--- config.mk ---
export PLATFORM = sky130hd
export DESIGN_NAME = smoothed_stereo_gain_peak_meter_unit
export DESIGN_NICKNAME = d
export VERILOG_FILES = /design/src/hdl/ssgpm_pkg.sv /design/src/hdl/smoothed_stereo_gain_peak_meter_unit.sv /design/src/hdl/ssgpm_div.sv /design/src/hdl/ssgpm_dp.sv /design/src/hdl/ssgpm_ctrl.sv
export SDC_FILE = /design/constraint.sdc
export NUM_CORES = 2
export LEC_CHECK = 0
export BUFFER_PORTS_ARGS = -buffer_cell sky130_fd_sc_hd__buf_4
export CORE_UTILIZATION = 40
export DETAILED_ROUTE_END_ITERATION = 8
export SYNTH_ARGS = -nofsm -noshare
export SYNTH_HDL_FRONTEND = slang
export SYNTH_SLANG_ARGS = --single-unit
--- constraint.sdc ---
create_clock -name i_clk -period 11.45 [get_ports i_clk]
set_input_delay 1.7175 -clock i_clk [delete_from_list [all_inputs] [get_ports i_clk]]
set_output_delay 1.7175 -clock i_clk [all_outputs]
set_load 0.1 [all_outputs]
--- src/hdl/ssgpm_pkg.sv ---
`timescale 1ns / 1ps

package ssgpm_pkg;

    localparam int SAMPLE_BITS    = 24;
    localparam int GAIN_FRAC_BITS = 21;

    localparam int GAIN_W     = 23;
    localparam int RAMP_EXTRA = 8;
    localparam int RAMP_W     = GAIN_W + RAMP_EXTRA;
    localparam int STEP_W     = RAMP_W + 1;
    localparam int LEN_W      = 16;
    localparam int COEF_W     = 24;
    localparam int LEVEL_W    = 26;
    localparam logic [LEVEL_W-1:0] LEVEL_MAX = '1;

    localparam int CFG_IDX_W  = 3;
    localparam int CFG_DATA_W = 24;

    localparam logic [CFG_IDX_W-1:0] REG_INPUT_GAIN   = 3'd0;
    localparam logic [CFG_IDX_W-1:0] REG_OUTPUT_TRIM  = 3'd1;
    localparam logic [CFG_IDX_W-1:0] REG_RAMP_LENGTH  = 3'd2;
    localparam logic [CFG_IDX_W-1:0] REG_RELEASE      = 3'd3;
    localparam logic [CFG_IDX_W-1:0] REG_BYPASS       = 3'd4;
    localparam logic [CFG_IDX_W-1:0] REG_STEREO       = 3'd5;

    localparam logic [GAIN_W-1:0] INPUT_GAIN_RST  = 23'd2097152;
    localparam logic [GAIN_W-1:0] OUTPUT_TRIM_RST = 23'd2097152;
    localparam logic [LEN_W-1:0]  RAMP_LENGTH_RST = 16'd960;
    localparam logic [COEF_W-1:0] RELEASE_RST     = 24'd16775349;

    // ramp selector
    localparam logic SEL_IN  = 1'b0;
    localparam logic SEL_OUT = 1'b1;

    typedef struct packed {
        logic capture;
        logic mul_gain;
        logic round;
        logic mul_trim;
        logic out_load;
        logic div_start;
        logic div_sel;
        logic ramp_load;
        logic ramp_sel;
    } t_cmd;

    typedef struct packed {
        logic in_req;
        logic out_req;
        logic div_done;
    } t_stat;

endpackage

--- src/hdl/smoothed_stereo_gain_peak_meter_unit.sv ---
`timescale 1ns / 1ps

// Channel     Dir  Handshake            Payload
// s_axis      in   tvalid/tready        tdata: left_sample, right_sample
// m_axis      out  tvalid/tready        tdata: left_out, right_out, left_level, right_level
// cfg         in   we (no wait)         idx, data (24 bit)
//
// A sample pair passes these steps from transfer in to result ready: accept, input gain
// multiply, rounding plus meter decay multiply, output trim multiply, output load.
// The next pair is taken once the result sits in the output register.
// A gain or trim write that changes its target requests a step division;
// s_axis is held off until all pending divisions are done.
// Reset is synchronous, active low; no clearing pass. The output register holds
// while m_axis stalls, and s_axis then accepts one pair ahead of it.

module smoothed_stereo_gain_peak_meter_unit #(
    parameter int SAMPLE_BITS = ssgpm_pkg::SAMPLE_BITS
) (
    input  logic                                  i_clk,
    input  logic                                  i_rst_n,
    input  logic                                  i_s_axis_tvalid,
    output logic                                  o_s_axis_tready,
    // left_sample, right_sample, zero pad
    input  logic [((2*SAMPLE_BITS+7)/8)*8-1:0]    i_s_axis_tdata,
    output logic                                  o_m_axis_tvalid,
    input  logic                                  i_m_axis_tready,
    // left_out, right_out, left_level, right_level, zero pad
    output logic [((2*SAMPLE_BITS+2*ssgpm_pkg::LEVEL_W+7)/8)*8-1:0] o_m_axis_tdata,
    input  logic                                  i_cfg_we,
    input  logic [ssgpm_pkg::CFG_IDX_W-1:0]       i_cfg_idx,
    input  logic [ssgpm_pkg::CFG_DATA_W-1:0]      i_cfg_data
);

    localparam int SB    = SAMPLE_BITS;
    localparam int VW    = ssgpm_pkg::LEVEL_W;
    localparam int OUT_W = ((2*SB+2*VW+7)/8)*8;

    ssgpm_pkg::t_cmd  w_cmd;
    ssgpm_pkg::t_stat w_stat;

    logic [SB-1:0] w_left_out, w_right_out;
    logic [VW-1:0] w_left_level, w_right_level;

    ssgpm_ctrl u_ctrl (
        .i_clk       (i_clk),
        .i_rst_n     (i_rst_n),
        .i_in_valid  (i_s_axis_tvalid),
        .o_in_ready  (o_s_axis_tready),
        .o_out_valid (o_m_axis_tvalid),
        .i_out_ready (i_m_axis_tready),
        .i_stat      (w_stat),
        .o_cmd       (w_cmd)
    );

    ssgpm_dp #(
        .SAMPLE_BITS (SAMPLE_BITS)
    ) u_dp (
        .i_clk         (i_clk),
        .i_rst_n       (i_rst_n),
        .i_cfg_we      (i_cfg_we),
        .i_cfg_idx     (i_cfg_idx),
        .i_cfg_data    (i_cfg_data),
        .i_left        (i_s_axis_tdata[SB-1:0]),
        .i_right       (i_s_axis_tdata[2*SB-1:SB]),
        .i_cmd         (w_cmd),
        .o_stat        (w_stat),
        .o_left_out    (w_left_out),
        .o_right_out   (w_right_out),
        .o_left_level  (w_left_level),
        .o_right_level (w_right_level)
    );

    assign o_m_axis_tdata = OUT_W'({w_right_level, w_left_level, w_right_out, w_left_out});

endmodule

--- src/hdl/ssgpm_div.sv ---
`timescale 1ns / 1ps

module ssgpm_div (
    input  logic                                i_clk,
    input  logic                                i_rst_n,
    input  logic                                i_start,
    input  logic                                i_neg,
    input  logic [ssgpm_pkg::RAMP_W-1:0]        i_mag,
    input  logic [ssgpm_pkg::LEN_W-1:0]         i_den,
    output logic                                o_done,
    output logic [ssgpm_pkg::STEP_W-1:0]        o_quo
);

    localparam int RW    = ssgpm_pkg::RAMP_W;
    localparam int LW    = ssgpm_pkg::LEN_W;
    localparam int CNT_W = $clog2(RW + 1);

    logic             r_busy, n_busy;
    logic             r_done, n_done;
    logic [CNT_W-1:0] r_cnt, n_cnt;
    logic [RW-1:0]    r_acc, n_acc;
    logic [LW-1:0]    r_rem, n_rem;
    logic [LW-1:0]    r_den, n_den;
    logic             r_neg, n_neg;

    logic [LW:0]      w_trial;
    logic [LW:0]      w_diff;
    logic             w_ge;

    // restoring division, one quotient bit a cycle
    assign w_trial = {r_rem, r_acc[RW-1]};
    assign w_ge    = (w_trial >= {1'b0, r_den});
    assign w_diff  = w_trial - {1'b0, r_den};

    always_comb begin
        n_busy = r_busy;
        n_done = 1'b0;
        n_cnt  = r_cnt;
        n_acc  = r_acc;
        n_rem  = r_rem;
        n_den  = r_den;
        n_neg  = r_neg;
        if (i_start) begin
            n_busy = 1'b1;
            n_cnt  = CNT_W'(RW);
            n_acc  = i_mag;
            n_rem  = '0;
            n_den  = i_den;
            n_neg  = i_neg;
        end else if (r_busy) begin
            n_acc = {r_acc[RW-2:0], w_ge};
            n_rem = w_ge ? w_diff[LW-1:0] : w_trial[LW-1:0];
            n_cnt = r_cnt - CNT_W'(1);
            if (r_cnt == CNT_W'(1)) begin
                n_busy = 1'b0;
                n_done = 1'b1;
            end
        end
    end

    always_ff @(posedge i_clk) begin
        if (!i_rst_n) begin
            r_busy <= 1'b0;
            r_done <= 1'b0;
            r_cnt  <= '0;
        end else begin
            r_busy <= n_busy;
            r_done <= n_done;
            r_cnt  <= n_cnt;
        end
        r_acc <= n_acc;
        r_rem <= n_rem;
        r_den <= n_den;
        r_neg <= n_neg;
    end

    assign o_done = r_done;
    assign o_quo  = r_neg ? (ssgpm_pkg::STEP_W'(0) - {1'b0, r_acc}) : {1'b0, r_acc};

endmodule

--- src/hdl/ssgpm_dp.sv ---
`timescale 1ns / 1ps

module ssgpm_dp #(
    parameter int SAMPLE_BITS = ssgpm_pkg::SAMPLE_BITS
) (
    input  logic                                   i_clk,
    input  logic                                   i_rst_n,
    input  logic                                   i_cfg_we,
    input  logic [ssgpm_pkg::CFG_IDX_W-1:0]        i_cfg_idx,
    input  logic [ssgpm_pkg::CFG_DATA_W-1:0]       i_cfg_data,
    input  logic [SAMPLE_BITS-1:0]                 i_left,
    input  logic [SAMPLE_BITS-1:0]                 i_right,
    input  ssgpm_pkg::t_cmd                        i_cmd,
    output ssgpm_pkg::t_stat                       o_stat,
    output logic [SAMPLE_BITS-1:0]                 o_left_out,
    output logic [SAMPLE_BITS-1:0]                 o_right_out,
    output logic [ssgpm_pkg::LEVEL_W-1:0]          o_left_level,
    output logic [ssgpm_pkg::LEVEL_W-1:0]          o_right_level
);

    localparam int SB    = SAMPLE_BITS;
    localparam int GW    = ssgpm_pkg::GAIN_W;
    localparam int GFB   = ssgpm_pkg::GAIN_FRAC_BITS;
    localparam int RW    = ssgpm_pkg::RAMP_W;
    localparam int EXT   = ssgpm_pkg::RAMP_EXTRA;
    localparam int SW    = ssgpm_pkg::STEP_W;
    localparam int LW    = ssgpm_pkg::LEN_W;
    localparam int CW    = ssgpm_pkg::COEF_W;
    localparam int VW    = ssgpm_pkg::LEVEL_W;
    // magnitude of a gained sample after rounding
    localparam int LM_W  = SB + GW - 1 - GFB;
    localparam int MA_W  = (LM_W > VW) ? LM_W : VW;
    localparam int P_W   = MA_W + CW;
    localparam logic [P_W-1:0] HALF   = P_W'(1) << (GFB - 1);
    localparam logic [P_W-1:0] POS_MAX = (P_W'(1) << (SB - 1)) - P_W'(1);
    localparam logic [P_W-1:0] NEG_MAG = P_W'(1) << (SB - 1);
    localparam logic [SB-1:0]  SAT_POS = {1'b0, {(SB-1){1'b1}}};
    localparam logic [SB-1:0]  SAT_NEG = {1'b1, {(SB-1){1'b0}}};

    // configuration
    logic [GW-1:0] r_in_gain, r_out_trim;
    logic [LW-1:0] r_ramp_len;
    logic [CW-1:0] r_rel;
    logic          r_bypass, r_stereo;
    logic [LW-1:0] r_in_len, r_out_len;

    // ramps
    logic [RW-1:0] r_in_now, n_in_now, r_out_now, n_out_now;
    logic [SW-1:0] r_in_step, r_out_step;
    logic [LW-1:0] r_in_left, n_in_left, r_out_left, n_out_left;

    // meters
    logic [VW-1:0] r_env_l, r_env_r;

    // sample path
    logic [SB-1:0]   r_raw_l, r_raw_r;
    logic            r_xs_l, r_xs_r;
    logic [SB-1:0]   r_xm_l, r_xm_r;
    logic [P_W-1:0]  r_prod_l, r_prod_r;
    logic            r_ls_l, r_ls_r;
    logic [LM_W-1:0] r_lm_l, r_lm_r;
    logic [SB-1:0]   r_o_l, r_o_r;
    logic [VW-1:0]   r_o_lvl_l, r_o_lvl_r;

    logic [LW-1:0]   w_len_eff;
    logic            w_in_chg, w_out_chg;

    always_comb begin
        w_len_eff = (r_ramp_len == '0) ? LW'(1) : r_ramp_len;
        w_in_chg  = i_cfg_we && (i_cfg_idx == ssgpm_pkg::REG_INPUT_GAIN)
                    && (i_cfg_data[GW-1:0] != r_in_gain);
        w_out_chg = i_cfg_we && (i_cfg_idx == ssgpm_pkg::REG_OUTPUT_TRIM)
                    && (i_cfg_data[GW-1:0] != r_out_trim);
    end

    always_ff @(posedge i_clk) begin
        if (!i_rst_n) begin
            r_in_gain  <= ssgpm_pkg::INPUT_GAIN_RST;
            r_out_trim <= ssgpm_pkg::OUTPUT_TRIM_RST;
            r_ramp_len <= ssgpm_pkg::RAMP_LENGTH_RST;
            r_rel      <= ssgpm_pkg::RELEASE_RST;
            r_bypass   <= 1'b0;
            r_stereo   <= 1'b1;
        end else if (i_cfg_we) begin
            case (i_cfg_idx)
                ssgpm_pkg::REG_INPUT_GAIN:  r_in_gain  <= i_cfg_data[GW-1:0];
                ssgpm_pkg::REG_OUTPUT_TRIM: r_out_trim <= i_cfg_data[GW-1:0];
                ssgpm_pkg::REG_RAMP_LENGTH: r_ramp_len <= i_cfg_data[LW-1:0];
                ssgpm_pkg::REG_RELEASE:     r_rel      <= i_cfg_data[CW-1:0];
                ssgpm_pkg::REG_BYPASS:      r_bypass   <= i_cfg_data[0];
                ssgpm_pkg::REG_STEREO:      r_stereo   <= i_cfg_data[0];
                default: ;
            endcase
        end
        // ramp length is taken when the ramp is requested
        if (w_in_chg) begin
            r_in_len <= w_len_eff;
        end
        if (w_out_chg) begin
            r_out_len <= w_len_eff;
        end
    end

    assign o_stat.in_req  = w_in_chg;
    assign o_stat.out_req = w_out_chg;

    // ramp step divider
    logic [RW-1:0] w_tgt, w_now, w_mag;
    logic [LW-1:0] w_den;
    logic          w_neg, w_div_done;
    logic [SW-1:0] w_quo;

    always_comb begin
        if (i_cmd.div_sel == ssgpm_pkg::SEL_OUT) begin
            w_tgt = {r_out_trim, {EXT{1'b0}}};
            w_now = r_out_now;
            w_den = r_out_len;
        end else begin
            w_tgt = {r_in_gain, {EXT{1'b0}}};
            w_now = r_in_now;
            w_den = r_in_len;
        end
        w_neg = (w_now > w_tgt);
        w_mag = w_neg ? (w_now - w_tgt) : (w_tgt - w_now);
    end

    ssgpm_div u_div (
        .i_clk   (i_clk),
        .i_rst_n (i_rst_n),
        .i_start (i_cmd.div_start),
        .i_neg   (w_neg),
        .i_mag   (w_mag),
        .i_den   (w_den),
        .o_done  (w_div_done),
        .o_quo   (w_quo)
    );

    assign o_stat.div_done = w_div_done;

    // ramp advance, once per accepted sample when not in bypass
    logic [SW-1:0] w_in_sum, w_out_sum;

    always_comb begin
        w_in_sum   = {1'b0, r_in_now} + r_in_step;
        w_out_sum  = {1'b0, r_out_now} + r_out_step;
        n_in_now   = r_in_now;
        n_in_left  = r_in_left;
        n_out_now  = r_out_now;
        n_out_left = r_out_left;
        if (i_cmd.capture && !r_bypass) begin
            if (r_in_left != '0) begin
                n_in_left = r_in_left - LW'(1);
                n_in_now  = (r_in_left == LW'(1)) ? {r_in_gain, {EXT{1'b0}}}
                                                  : w_in_sum[RW-1:0];
            end
            if (r_out_left != '0) begin
                n_out_left = r_out_left - LW'(1);
                n_out_now  = (r_out_left == LW'(1)) ? {r_out_trim, {EXT{1'b0}}}
                                                    : w_out_sum[RW-1:0];
            end
        end
        if (i_cmd.ramp_load) begin
            if (i_cmd.ramp_sel == ssgpm_pkg::SEL_OUT) begin
                n_out_left = r_out_len;
            end else begin
                n_in_left = r_in_len;
            end
        end
    end

    always_ff @(posedge i_clk) begin
        if (!i_rst_n) begin
            r_in_now   <= {ssgpm_pkg::INPUT_GAIN_RST, {EXT{1'b0}}};
            r_out_now  <= {ssgpm_pkg::OUTPUT_TRIM_RST, {EXT{1'b0}}};
            r_in_step  <= '0;
            r_out_step <= '0;
            r_in_left  <= '0;
            r_out_left <= '0;
        end else begin
            r_in_now   <= n_in_now;
            r_out_now  <= n_out_now;
            r_in_left  <= n_in_left;
            r_out_left <= n_out_left;
            if (i_cmd.ramp_load && i_cmd.ramp_sel == ssgpm_pkg::SEL_IN) begin
                r_in_step <= w_quo;
            end
            if (i_cmd.ramp_load && i_cmd.ramp_sel == ssgpm_pkg::SEL_OUT) begin
                r_out_step <= w_quo;
            end
        end
    end

    // one multiplier per lane, operands chosen by phase
    logic [MA_W-1:0] w_a_l, w_a_r;
    logic [CW-1:0]   w_b;
    logic [P_W-1:0]  w_mul_l, w_mul_r;

    always_comb begin
        if (i_cmd.mul_gain) begin
            w_a_l = MA_W'(r_xm_l);
            w_a_r = MA_W'(r_xm_r);
            w_b   = CW'(r_in_now[RW-1:EXT]);
        end else if (i_cmd.mul_trim) begin
            w_a_l = MA_W'(r_lm_l);
            w_a_r = MA_W'(r_lm_r);
            w_b   = CW'(r_out_now[RW-1:EXT]);
        end else begin
            w_a_l = MA_W'(r_env_l);
            w_a_r = MA_W'(r_env_r);
            w_b   = r_rel;
        end
        w_mul_l = P_W'(w_a_l) * P_W'(w_b);
        w_mul_r = P_W'(w_a_r) * P_W'(w_b);
    end

    logic [P_W-1:0]  w_sum_l, w_sum_r, w_q_l, w_q_r;
    logic [MA_W-1:0] w_lmx_l, w_lmx_r;
    logic [VW-1:0]   w_pk_l, w_pk_r, w_dec_l, w_dec_r;
    logic [SB-1:0]   w_sat_l, w_sat_r;

    // round half away from zero on magnitudes
    always_comb begin
        w_sum_l = r_prod_l + HALF;
        w_sum_r = r_prod_r + HALF;
        w_q_l   = w_sum_l >> GFB;
        w_q_r   = w_sum_r >> GFB;
        w_lmx_l = MA_W'(r_lm_l);
        w_lmx_r = MA_W'(r_lm_r);
        w_pk_l  = (w_lmx_l > MA_W'(ssgpm_pkg::LEVEL_MAX)) ? ssgpm_pkg::LEVEL_MAX
                                                          : w_lmx_l[VW-1:0];
        w_pk_r  = (w_lmx_r > MA_W'(ssgpm_pkg::LEVEL_MAX)) ? ssgpm_pkg::LEVEL_MAX
                                                          : w_lmx_r[VW-1:0];
        w_dec_l = r_prod_l[VW+CW-1:CW];
        w_dec_r = r_prod_r[VW+CW-1:CW];
        if (!r_ls_l) begin
            w_sat_l = (w_q_l > POS_MAX) ? SAT_POS : w_q_l[SB-1:0];
        end else begin
            w_sat_l = (w_q_l > NEG_MAG) ? SAT_NEG : (SB'(0) - w_q_l[SB-1:0]);
        end
        if (!r_ls_r) begin
            w_sat_r = (w_q_r > POS_MAX) ? SAT_POS : w_q_r[SB-1:0];
        end else begin
            w_sat_r = (w_q_r > NEG_MAG) ? SAT_NEG : (SB'(0) - w_q_r[SB-1:0]);
        end
    end

    always_ff @(posedge i_clk) begin
        if (!i_rst_n) begin
            r_env_l <= '0;
            r_env_r <= '0;
        end else if (i_cmd.mul_trim) begin
            if (r_bypass) begin
                r_env_l <= w_dec_l;
                r_env_r <= w_dec_r;
            end else begin
                r_env_l <= (w_pk_l > r_env_l) ? w_pk_l : w_dec_l;
                r_env_r <= (w_pk_r > r_env_r) ? w_pk_r : w_dec_r;
            end
        end
    end

    always_ff @(posedge i_clk) begin
        if (i_cmd.capture) begin
            r_raw_l <= i_left;
            r_raw_r <= i_right;
            r_xs_l  <= i_left[SB-1];
            r_xs_r  <= i_right[SB-1];
            r_xm_l  <= i_left[SB-1] ? (SB'(0) - i_left) : i_left;
            r_xm_r  <= i_right[SB-1] ? (SB'(0) - i_right) : i_right;
        end
        if (i_cmd.mul_gain || i_cmd.round || i_cmd.mul_trim) begin
            r_prod_l <= w_mul_l;
            r_prod_r <= w_mul_r;
        end
        if (i_cmd.round) begin
            r_lm_l <= w_q_l[LM_W-1:0];
            r_ls_l <= r_xs_l;
            // mono: right lane runs on the gained left sample
            r_lm_r <= r_stereo ? w_q_r[LM_W-1:0] : w_q_l[LM_W-1:0];
            r_ls_r <= r_stereo ? r_xs_r : r_xs_l;
        end
        if (i_cmd.out_load) begin
            r_o_l     <= r_bypass ? r_raw_l : w_sat_l;
            r_o_r     <= !r_stereo ? '0 : (r_bypass ? r_raw_r : w_sat_r);
            r_o_lvl_l <= r_env_l;
            r_o_lvl_r <= r_stereo ? r_env_r : r_env_l;
        end
    end

    assign o_left_out    = r_o_l;
    assign o_right_out   = r_o_r;
    assign o_left_level  = r_o_lvl_l;
    assign o_right_level = r_o_lvl_r;

endmodule

--- src/hdl/ssgpm_ctrl.sv ---
`timescale 1ns / 1ps

module ssgpm_ctrl (
    input  logic               i_clk,
    input  logic               i_rst_n,
    input  logic               i_in_valid,
    output logic               o_in_ready,
    output logic               o_out_valid,
    input  logic               i_out_ready,
    input  ssgpm_pkg::t_stat   i_stat,
    output ssgpm_pkg::t_cmd    o_cmd
);

    typedef enum logic [4:0] {
        S_IDLE     = 5'b00001,
        S_MUL_GAIN = 5'b00010,
        S_ROUND    = 5'b00100,
        S_MUL_TRIM = 5'b01000,
        S_DONE     = 5'b10000
    } t_state;

    t_state     r_state, n_state;
    logic       r_out_valid, n_out_valid;
    logic [1:0] r_pend, n_pend;
    logic       r_div_busy, n_div_busy;
    logic       r_div_sel, n_div_sel;
    logic       w_in_ready;

    always_comb begin
        w_in_ready = (r_state == S_IDLE) && (r_pend == 2'b00) && !r_div_busy
                     && !i_stat.in_req && !i_stat.out_req;
        o_cmd           = '0;
        n_state         = r_state;
        n_out_valid     = r_out_valid;
        n_pend          = r_pend;
        n_div_busy      = r_div_busy;
        n_div_sel       = r_div_sel;

        if (r_out_valid && i_out_ready) begin
            n_out_valid = 1'b0;
        end

        case (r_state)
            S_IDLE: begin
                if (i_in_valid && w_in_ready) begin
                    o_cmd.capture = 1'b1;
                    n_state       = S_MUL_GAIN;
                end
            end
            S_MUL_GAIN: begin
                o_cmd.mul_gain = 1'b1;
                n_state        = S_ROUND;
            end
            S_ROUND: begin
                o_cmd.round = 1'b1;
                n_state     = S_MUL_TRIM;
            end
            S_MUL_TRIM: begin
                o_cmd.mul_trim = 1'b1;
                n_state        = S_DONE;
            end
            S_DONE: begin
                if (!r_out_valid || i_out_ready) begin
                    o_cmd.out_load = 1'b1;
                    n_out_valid    = 1'b1;
                    n_state        = S_IDLE;
                end
            end
            default: n_state = S_IDLE;
        endcase

        // ramp step jobs; a result superseded by a newer write is dropped
        if (i_stat.div_done) begin
            n_div_busy      = 1'b0;
            o_cmd.ramp_sel  = r_div_sel;
            o_cmd.ramp_load = !r_pend[r_div_sel];
        end
        if (!r_div_busy && r_pend != 2'b00) begin
            o_cmd.div_start = 1'b1;
            o_cmd.div_sel   = r_pend[ssgpm_pkg::SEL_IN] ? ssgpm_pkg::SEL_IN
                                                        : ssgpm_pkg::SEL_OUT;
            n_div_busy      = 1'b1;
            n_div_sel       = o_cmd.div_sel;
            n_pend[o_cmd.div_sel] = 1'b0;
        end
        if (i_stat.in_req) begin
            n_pend[ssgpm_pkg::SEL_IN] = 1'b1;
        end
        if (i_stat.out_req) begin
            n_pend[ssgpm_pkg::SEL_OUT] = 1'b1;
        end
    end

    always_ff @(posedge i_clk) begin
        if (!i_rst_n) begin
            r_state     <= S_IDLE;
            r_out_valid <= 1'b0;
            r_pend      <= 2'b00;
            r_div_busy  <= 1'b0;
            r_div_sel   <= ssgpm_pkg::SEL_IN;
        end else begin
            r_state     <= n_state;
            r_out_valid <= n_out_valid;
            r_pend      <= n_pend;
            r_div_busy  <= n_div_busy;
            r_div_sel   <= n_div_sel;
        end
    end

    assign o_in_ready  = w_in_ready;
    assign o_out_valid = r_out_valid;

endmodule
## Word-level counts from Yosys, hierarchy flattened

Cells that the tools add are included.

| word-level totals | value |
|---|---|
| output and inout bits | 106 |
| register bits after elaboration | 759 |
| input port bits | 80 |

| cells by class | value |
|---|---|
| reduce and logical (&&, ||, !) cells | 44 |
| bitwise logic cells | 5 |
| add/sub/neg operators | 15 |
| eq/ne operators | 17 |
| mux-type cells | 73 |
| magnitude comparators | 11 |
| multiply operators | 2 |

Operators with widths:

| kind | number |
|---|---|
| 31-bit 2-to-1 mux | 8 |
| 24-bit 2-to-1 mux | 10 |
| 26-bit 2-to-1 mux | 9 |
| 16-bit 2-to-1 mux | 11 |
| 50-bit by 21-bit adder with 50-bit output, second input constant | 2 |
| 26-bit by 24-bit multiplier with 50-bit output | 2 |
| 1-bit by 24-bit subtractor with 24-bit output, first input constant | 4 |
| 31-bit adder | 2 |
| 31-bit subtractor | 2 |
| 29-bit by 23-bit greater-than comparator with 1-bit output, second input constant | 2 |
| 29-bit by 24-bit greater-than comparator with 1-bit output, second input constant | 2 |
| 25-bit by 26-bit greater-than comparator with 1-bit output | 2 |
| 23-bit 2-to-1 mux | 2 |
| 23-bit != test | 2 |
| 16-bit by 1-bit == test with 1-bit output, second input constant | 2 |
| 16-bit nonzero test | 2 |
| 16-bit by 1-bit subtractor with 16-bit output, second input constant | 2 |
| 31-bit greater-than comparator | 1 |
| 1-bit by 31-bit subtractor with 31-bit output, first input constant | 1 |
| 25-bit 2-to-1 mux | 1 |
| 5-bit case mux with 5 select lines | 1 |
| 1-bit 2-to-1 mux | 23 |
| 5-bit 2-to-1 mux | 4 |
| 2-bit AND reduction | 9 |
| other kinds (28) | 61 |

## Depth between registers and ports, before layout

| logic depth | value |
|---|---|
| depth in word-level cells | 13 |
| gate-level depth with buffers | 37 |
| mapped depth without buffers | 33 |

## By module

Synthesis repeated with hierarchy kept, for this count alone.

| unflattened totals | value |
|---|---|
| cells, all modules | 8993 |
| area total of the unflattened synthesis | 79907.9 sq um |

By module, submodules not included:

| module | area each (sq um) | instances | seq. area each (sq um) | cells each |
|---|---|---|---|---|
| ssgpm_dp | 74985.7 | 1 | 16075.4 | 8507 |
| ssgpm_div | 4376.7 | 1 | 1901.8 | 424 |
| ssgpm_ctrl | 511.7 | 1 | 200.2 | 57 |
| smoothed_stereo_gain_peak_meter_unit | 33.8 | 1 | 0.0 | 5 |

## Least setup slack after synthesis

OpenSTA, ideal clock, no wires.

| timing path | value |
|---|---|
| path type | input to register |
| start point | in i_cfg_data[0] (netlist name) |
| end point | reg u_dp.r_out_left[15] |
| data required time | 11359 ps |
| cell stages on the path | 11 |
| arrival time | 10871 ps |
| path slack | 489 ps |
| cell sequence | clkbuf_1 -> xnor2_1 -> nand4_1 -> nor4_1 -> a21oi_1 -> nor4b_2 -> nand2_1 -> a21oi_2 -> nand2_1 -> or3_1 -> a311oi_1 |

RTL lines:

| what | line | source |
|---|---|---|
| start, declared | smoothed_stereo_gain_peak_meter_unit.sv:31 | `input logic [ssgpm_pkg::CFG_DATA_W-1:0] i_cfg_data` |
| end signal, assigned | ssgpm_dp.sv:183 | `r_out_left <= n_out_left;` |
| end, declared | ssgpm_dp.sv:50 | `logic [LW-1:0] r_in_left, n_in_left, r_out_left, n_out_left;` |

## Worst setup path in the final report

| timing path | value |
|---|---|
| start point | reg u_ctrl.r_state[4] |
| end point | reg u_dp.r_prod_r[48], data pin |

| between the ends | value |
|---|---|
| cells in the longest elaborated chain, start to end | 5 |
| elaborated cells on any way between the ends | 9 |

Ends and longest elaborated chain:

| what | line | source |
|---|---|---|
| start, declared | ssgpm_ctrl.sv:22 | `t_state r_state, n_state;` |
| start signal, assigned | ssgpm_ctrl.sv:102 | `r_state <= n_state;` |
| 5-bit by 4-bit == test with 1-bit output | ssgpm_ctrl.sv:43 | `case (r_state)` |
| 1-bit 2-to-1 mux | ssgpm_ctrl.sv:43 |  |
| 26-bit 2-to-1 mux or 24-bit 2-to-1 mux (tied branches) | ssgpm_dp.sv:203 | `end else if (i_cmd.mul_trim) begin` |
| 26-bit 2-to-1 mux or 24-bit 2-to-1 mux (tied branches) | ssgpm_dp.sv:199 | `if (i_cmd.mul_gain) begin` |
| 26-bit by 24-bit multiplier with 50-bit output (*) | ssgpm_dp.sv:213 | `w_mul_r = P_W'(w_a_r) * P_W'(w_b);` |
| via u_dp.w_mul_r[48] | ssgpm_dp.sv:196 | `logic [P_W-1:0] w_mul_l, w_mul_r;` |
| end signal, assigned | ssgpm_dp.sv:273 | `r_prod_r <= w_mul_r;` |
| end, declared | ssgpm_dp.sv:59 | `logic [P_W-1:0] r_prod_l, r_prod_r;` |

The timed path passes the listed nets; every way through them passes the cells marked *.
A chain may end at the register's enable or synchronous reset.

==> flow_summary.json <==
{
  "outcome": "finished with violations",
  "violations": "max-capacitance violations, max-slew violations",
  "port_buffers": 181,
  "fin_hold_ws_ps": 454,
  "combinationalPowerShare": 0.509,
  "row_count": 163,
  "wl_met2_um": 132000,
  "max_cap_viol_count": 1,
  "hold_start": "u_dp.r_env_l[14]",
  "slew_headroom": -0.00185,
  "start_kind": "flip-flop",
  "pre_cts_ws_ps": 1240,
  "min_path_type": "reg -> reg",
  "drt-wirelength-per-cell_um": 25.0,
  "cts_tree": "built",
  "vias": 66000,
  "rsz0062_at_grt": "false",
  "synth_seq_area_share": 0.229,
  "worstSetupEndpointType": "flip-flop",
  "die-area_um2": 200000,
  "syn2layout_area_growth_pct": 9.58,
  "tightest_slew_ps": 1500,
  "grt_pass1_wl_um": 432000,
  "drive_above_1_share": 0.0732,
  "ys_seq_elements": 715,
  "crit_buf_inv": 4,
  "finalCritPeriodShare": 0.921,
  "die_width_um": 447,
  "yosysUniqueCellTypes": 97,
  "arrival_ps": 11030,
  "drtAntennaViolNets": 0,
  "p_leak_nw": 39.4,
  "die_height_um": 447,
  "postCtsSetupBuffers": 0,
  "clk_pin_slew_ps": 60,
  "switchingPower_mw": 5.89,
  "place_area_um2": 83900,
  "timing_max_transition_violations_final": 6,
  "start_util": 0.402,
  "wl_met1_um": 117000,
  "wl_met3_um": 25800,
  "syn-cell-area_um2": 79300,
  "drc": 0,
  "synth-warning-count": 0,
  "power.internal_mw": 7.21,
  "grt-ovfl-total": 0,
  "synth_edf_count": 386,
  "wirelength_um": 293000,
  "clock-sinks": 715,
  "fin_skew_ps": 31.7,
  "peakVddDrop_mv": 0.131,
  "finalSetupTns_ps": 0,
  "viasPerCell": 5.62,
  "power_frac_seq": 0.263,
  "power_mw": 13.1,
  "first_pass_iters": 6,
  "cts_buffers": 82,
  "power.share.clock": 0.228,
  "cts_root_buf": "clkbuf_16",
  "switching_share": 0.450,
  "core-area_um2": 197000,
  "clockBufferDepth": 3,
  "synthCells": 9048,
  "setup_slack_ps": 909,
  "antenna_found_initial": 9,
  "avgSynthCellArea_um2": 8.76,
  "clk_latency_ps": 740,
  "ys.flop_type": "edfxtp_1",
  "cp_max_fo": 134,
  "path_common_cell": "fa_1",
  "r2r-start": "u_ctrl.r_state[4]",
  "h-tree-depth": 3,
  "cts-resized-gates": 0,
  "power_density_nw_per_um2": 151,
  "dp_hpwl_um": 235000,
  "hold_viol": 0,
  "ys_async_sr_fraction": 0,
  "slowest_delay_ps": 1140,
  "fmax_mhz": 94.9,
  "cp_top_family": "adder cells",
  "grt_pass1_vias": 66300,
  "track_usage": 0.293,
  "layout_min_cycle_time_ps": 10540,
  "num_io_pins": 186,
  "required_ps": 11940,
  "drt_iter0_drc": 6264,
  "cp_slowest_cell": "a21oi_1",
  "routabilityCongestion": 0.991,
  "critPathLaunch": "u_ctrl.r_state[4]",
  "hold_buffers": 0,
  "placedCellCount": 11600,
  "fin_cells": 11700,
  "topRoutingLayerUsed": "met5",
  "finalSetupViolCount": 0,
  "grt_max_degree": 135,
  "criticalPathCategory": "reg -> reg",
  "nNetsFinal": 10700,
  "final_core_util": 0.441,
  "stdcell_area_um2": 86900
}
## path summary, 6_finish.rpt
kind,to,slack (ps),cells past startpoint
max,u_dp.r_prod_r[48],910,25
max reg2reg,u_dp.r_prod_r[48],910,25
min reg2reg,u_dp.o_left_level[14],450,0
min,u_dp.o_left_level[14],450,0
## cell type report
cell class / count / area, um2
tap: 2640 / 3300
clock buffer: 109 / 2250
clock inverter: 45 / 754
multi-input combinational: 6469 / 54300
fill: 19400 / 110000
antenna: 4 / 10.0
timing repair buffer: 381 / 2900
sequential: 715 / 18200
inverter: 1374 / 5160
## sequential cells by signal, indices dropped and copies added (netlist names), 23 cells and up
register / flops
u_dp.r_prod_r: 30
u_dp.r_out_now: 31
u_dp.o_left_level: 26
u_dp.r_out_trim: 23
u_dp.r_xm_l: 24
u_dp.r_in_step: 31
u_dp.r_xm_r: 24
u_dp.r_env_l: 26
u_dp.r_env_r: 26
u_dp.r_rel: 24
u_dp.u_div.r_acc: 31
u_dp.o_right_level: 26
u_dp.r_in_gain: 23
u_dp.o_right_out: 24
u_dp.r_lm_r: 25
u_dp.r_prod_l: 30
u_dp.r_lm_l: 25
u_dp.r_out_step: 31
u_dp.r_in_now: 31
u_dp.o_left_out: 24
## synth_stat cells (18+ instances only)
library cell / instances / share of area
inv_1: 1373 / 0.065
nand2_1: 1171 / 0.055
nor2_1: 1055 / 0.050
fa_1: 1054 / 0.27
a21oi_1: 555 / 0.035
ha_1: 531 / 0.084
clkbuf_1: 455 / 0.022
edfxtp_1: 386 / 0.15
dfxtp_1: 329 / 0.083
o21ai_0: 321 / 0.020
xnor2_1: 250 / 0.028
a21o_1: 167 / 0.016
nand3_1: 120 / 0.0076
mux2i_1: 113 / 0.014
xor2_1: 106 / 0.012
a211oi_1: 102 / 0.0097
nor3_1: 87 / 0.0055
nand4_1: 78 / 0.0062
o21a_1: 52 / 0.0049
nand2b_1: 51 / 0.0040
nor2b_1: 48 / 0.0038
mux2_2: 45 / 0.0064
or3_1: 44 / 0.0035
a31oi_1: 40 / 0.0032
nor4_1: 35 / 0.0028
o31ai_1: 33 / 0.0031
and2_1: 30 / 0.0024
or2_2: 29 / 0.0023
and3_1: 28 / 0.0022
o21bai_1: 24 / 0.0023
or4_1: 24 / 0.0023
a311oi_1: 23 / 0.0025
buf_1: 22 / 0.0010
and4_1: 18 / 0.0020
## cell usage in the layout, fill, tap and decap left out, types with 85 or more instances in the layout
cell,netlist,final
o21ai_0,321,319
inv_1,1373,1372
ha_1,531,531
buf_4,4,378
dfxtp_1,329,328
nor3_1,87,85
xor2_1,106,106
mux2i_1,113,113
nand3_1,120,120
a21oi_1,555,546
nand2_1,1171,1169
nor2_1,1055,1046
a211oi_1,102,101
fa_1,1054,1054
xnor2_1,250,250
a21o_1,167,167
edfxtp_1,386,386
## power by group through the flow
stage	registers, mW	clock network (mW)	logic (mW)
floorplan	3.51	0	4.38
global placement	3.48	0	6.51
detailed placement	3.48	0	6.58
CTS	3.43	3.03	6.63
global route	3.47	3.12	7.30
finish	3.45	2.99	6.67
## layer usage
metal / up-vias / global-route usage
li1: 29200 / -
met1: 33100 / 0.377
met2: 2978 / 0.461
met3: 688 / 0.0607
met4: 6 / 0.155
met5: - / 0
## cell families after synthesis
| logic type | Yosys count | synth area share |
|---|---|---|
| DFF | 715 | 0.229 |
| xor gates and xnor gates | 357 | 0.0395 |
| other | 1 | 0.0000473 |
| and+or+nand+nor | 2872 | 0.156 |
| adders and majority gates | 1585 | 0.350 |
| buffers and inverters | 1867 | 0.0887 |
| AOI/OAI and AO/OA | 1493 | 0.116 |
| muxes | 158 | 0.0207 |
Power figures use the tool's default switching activity.
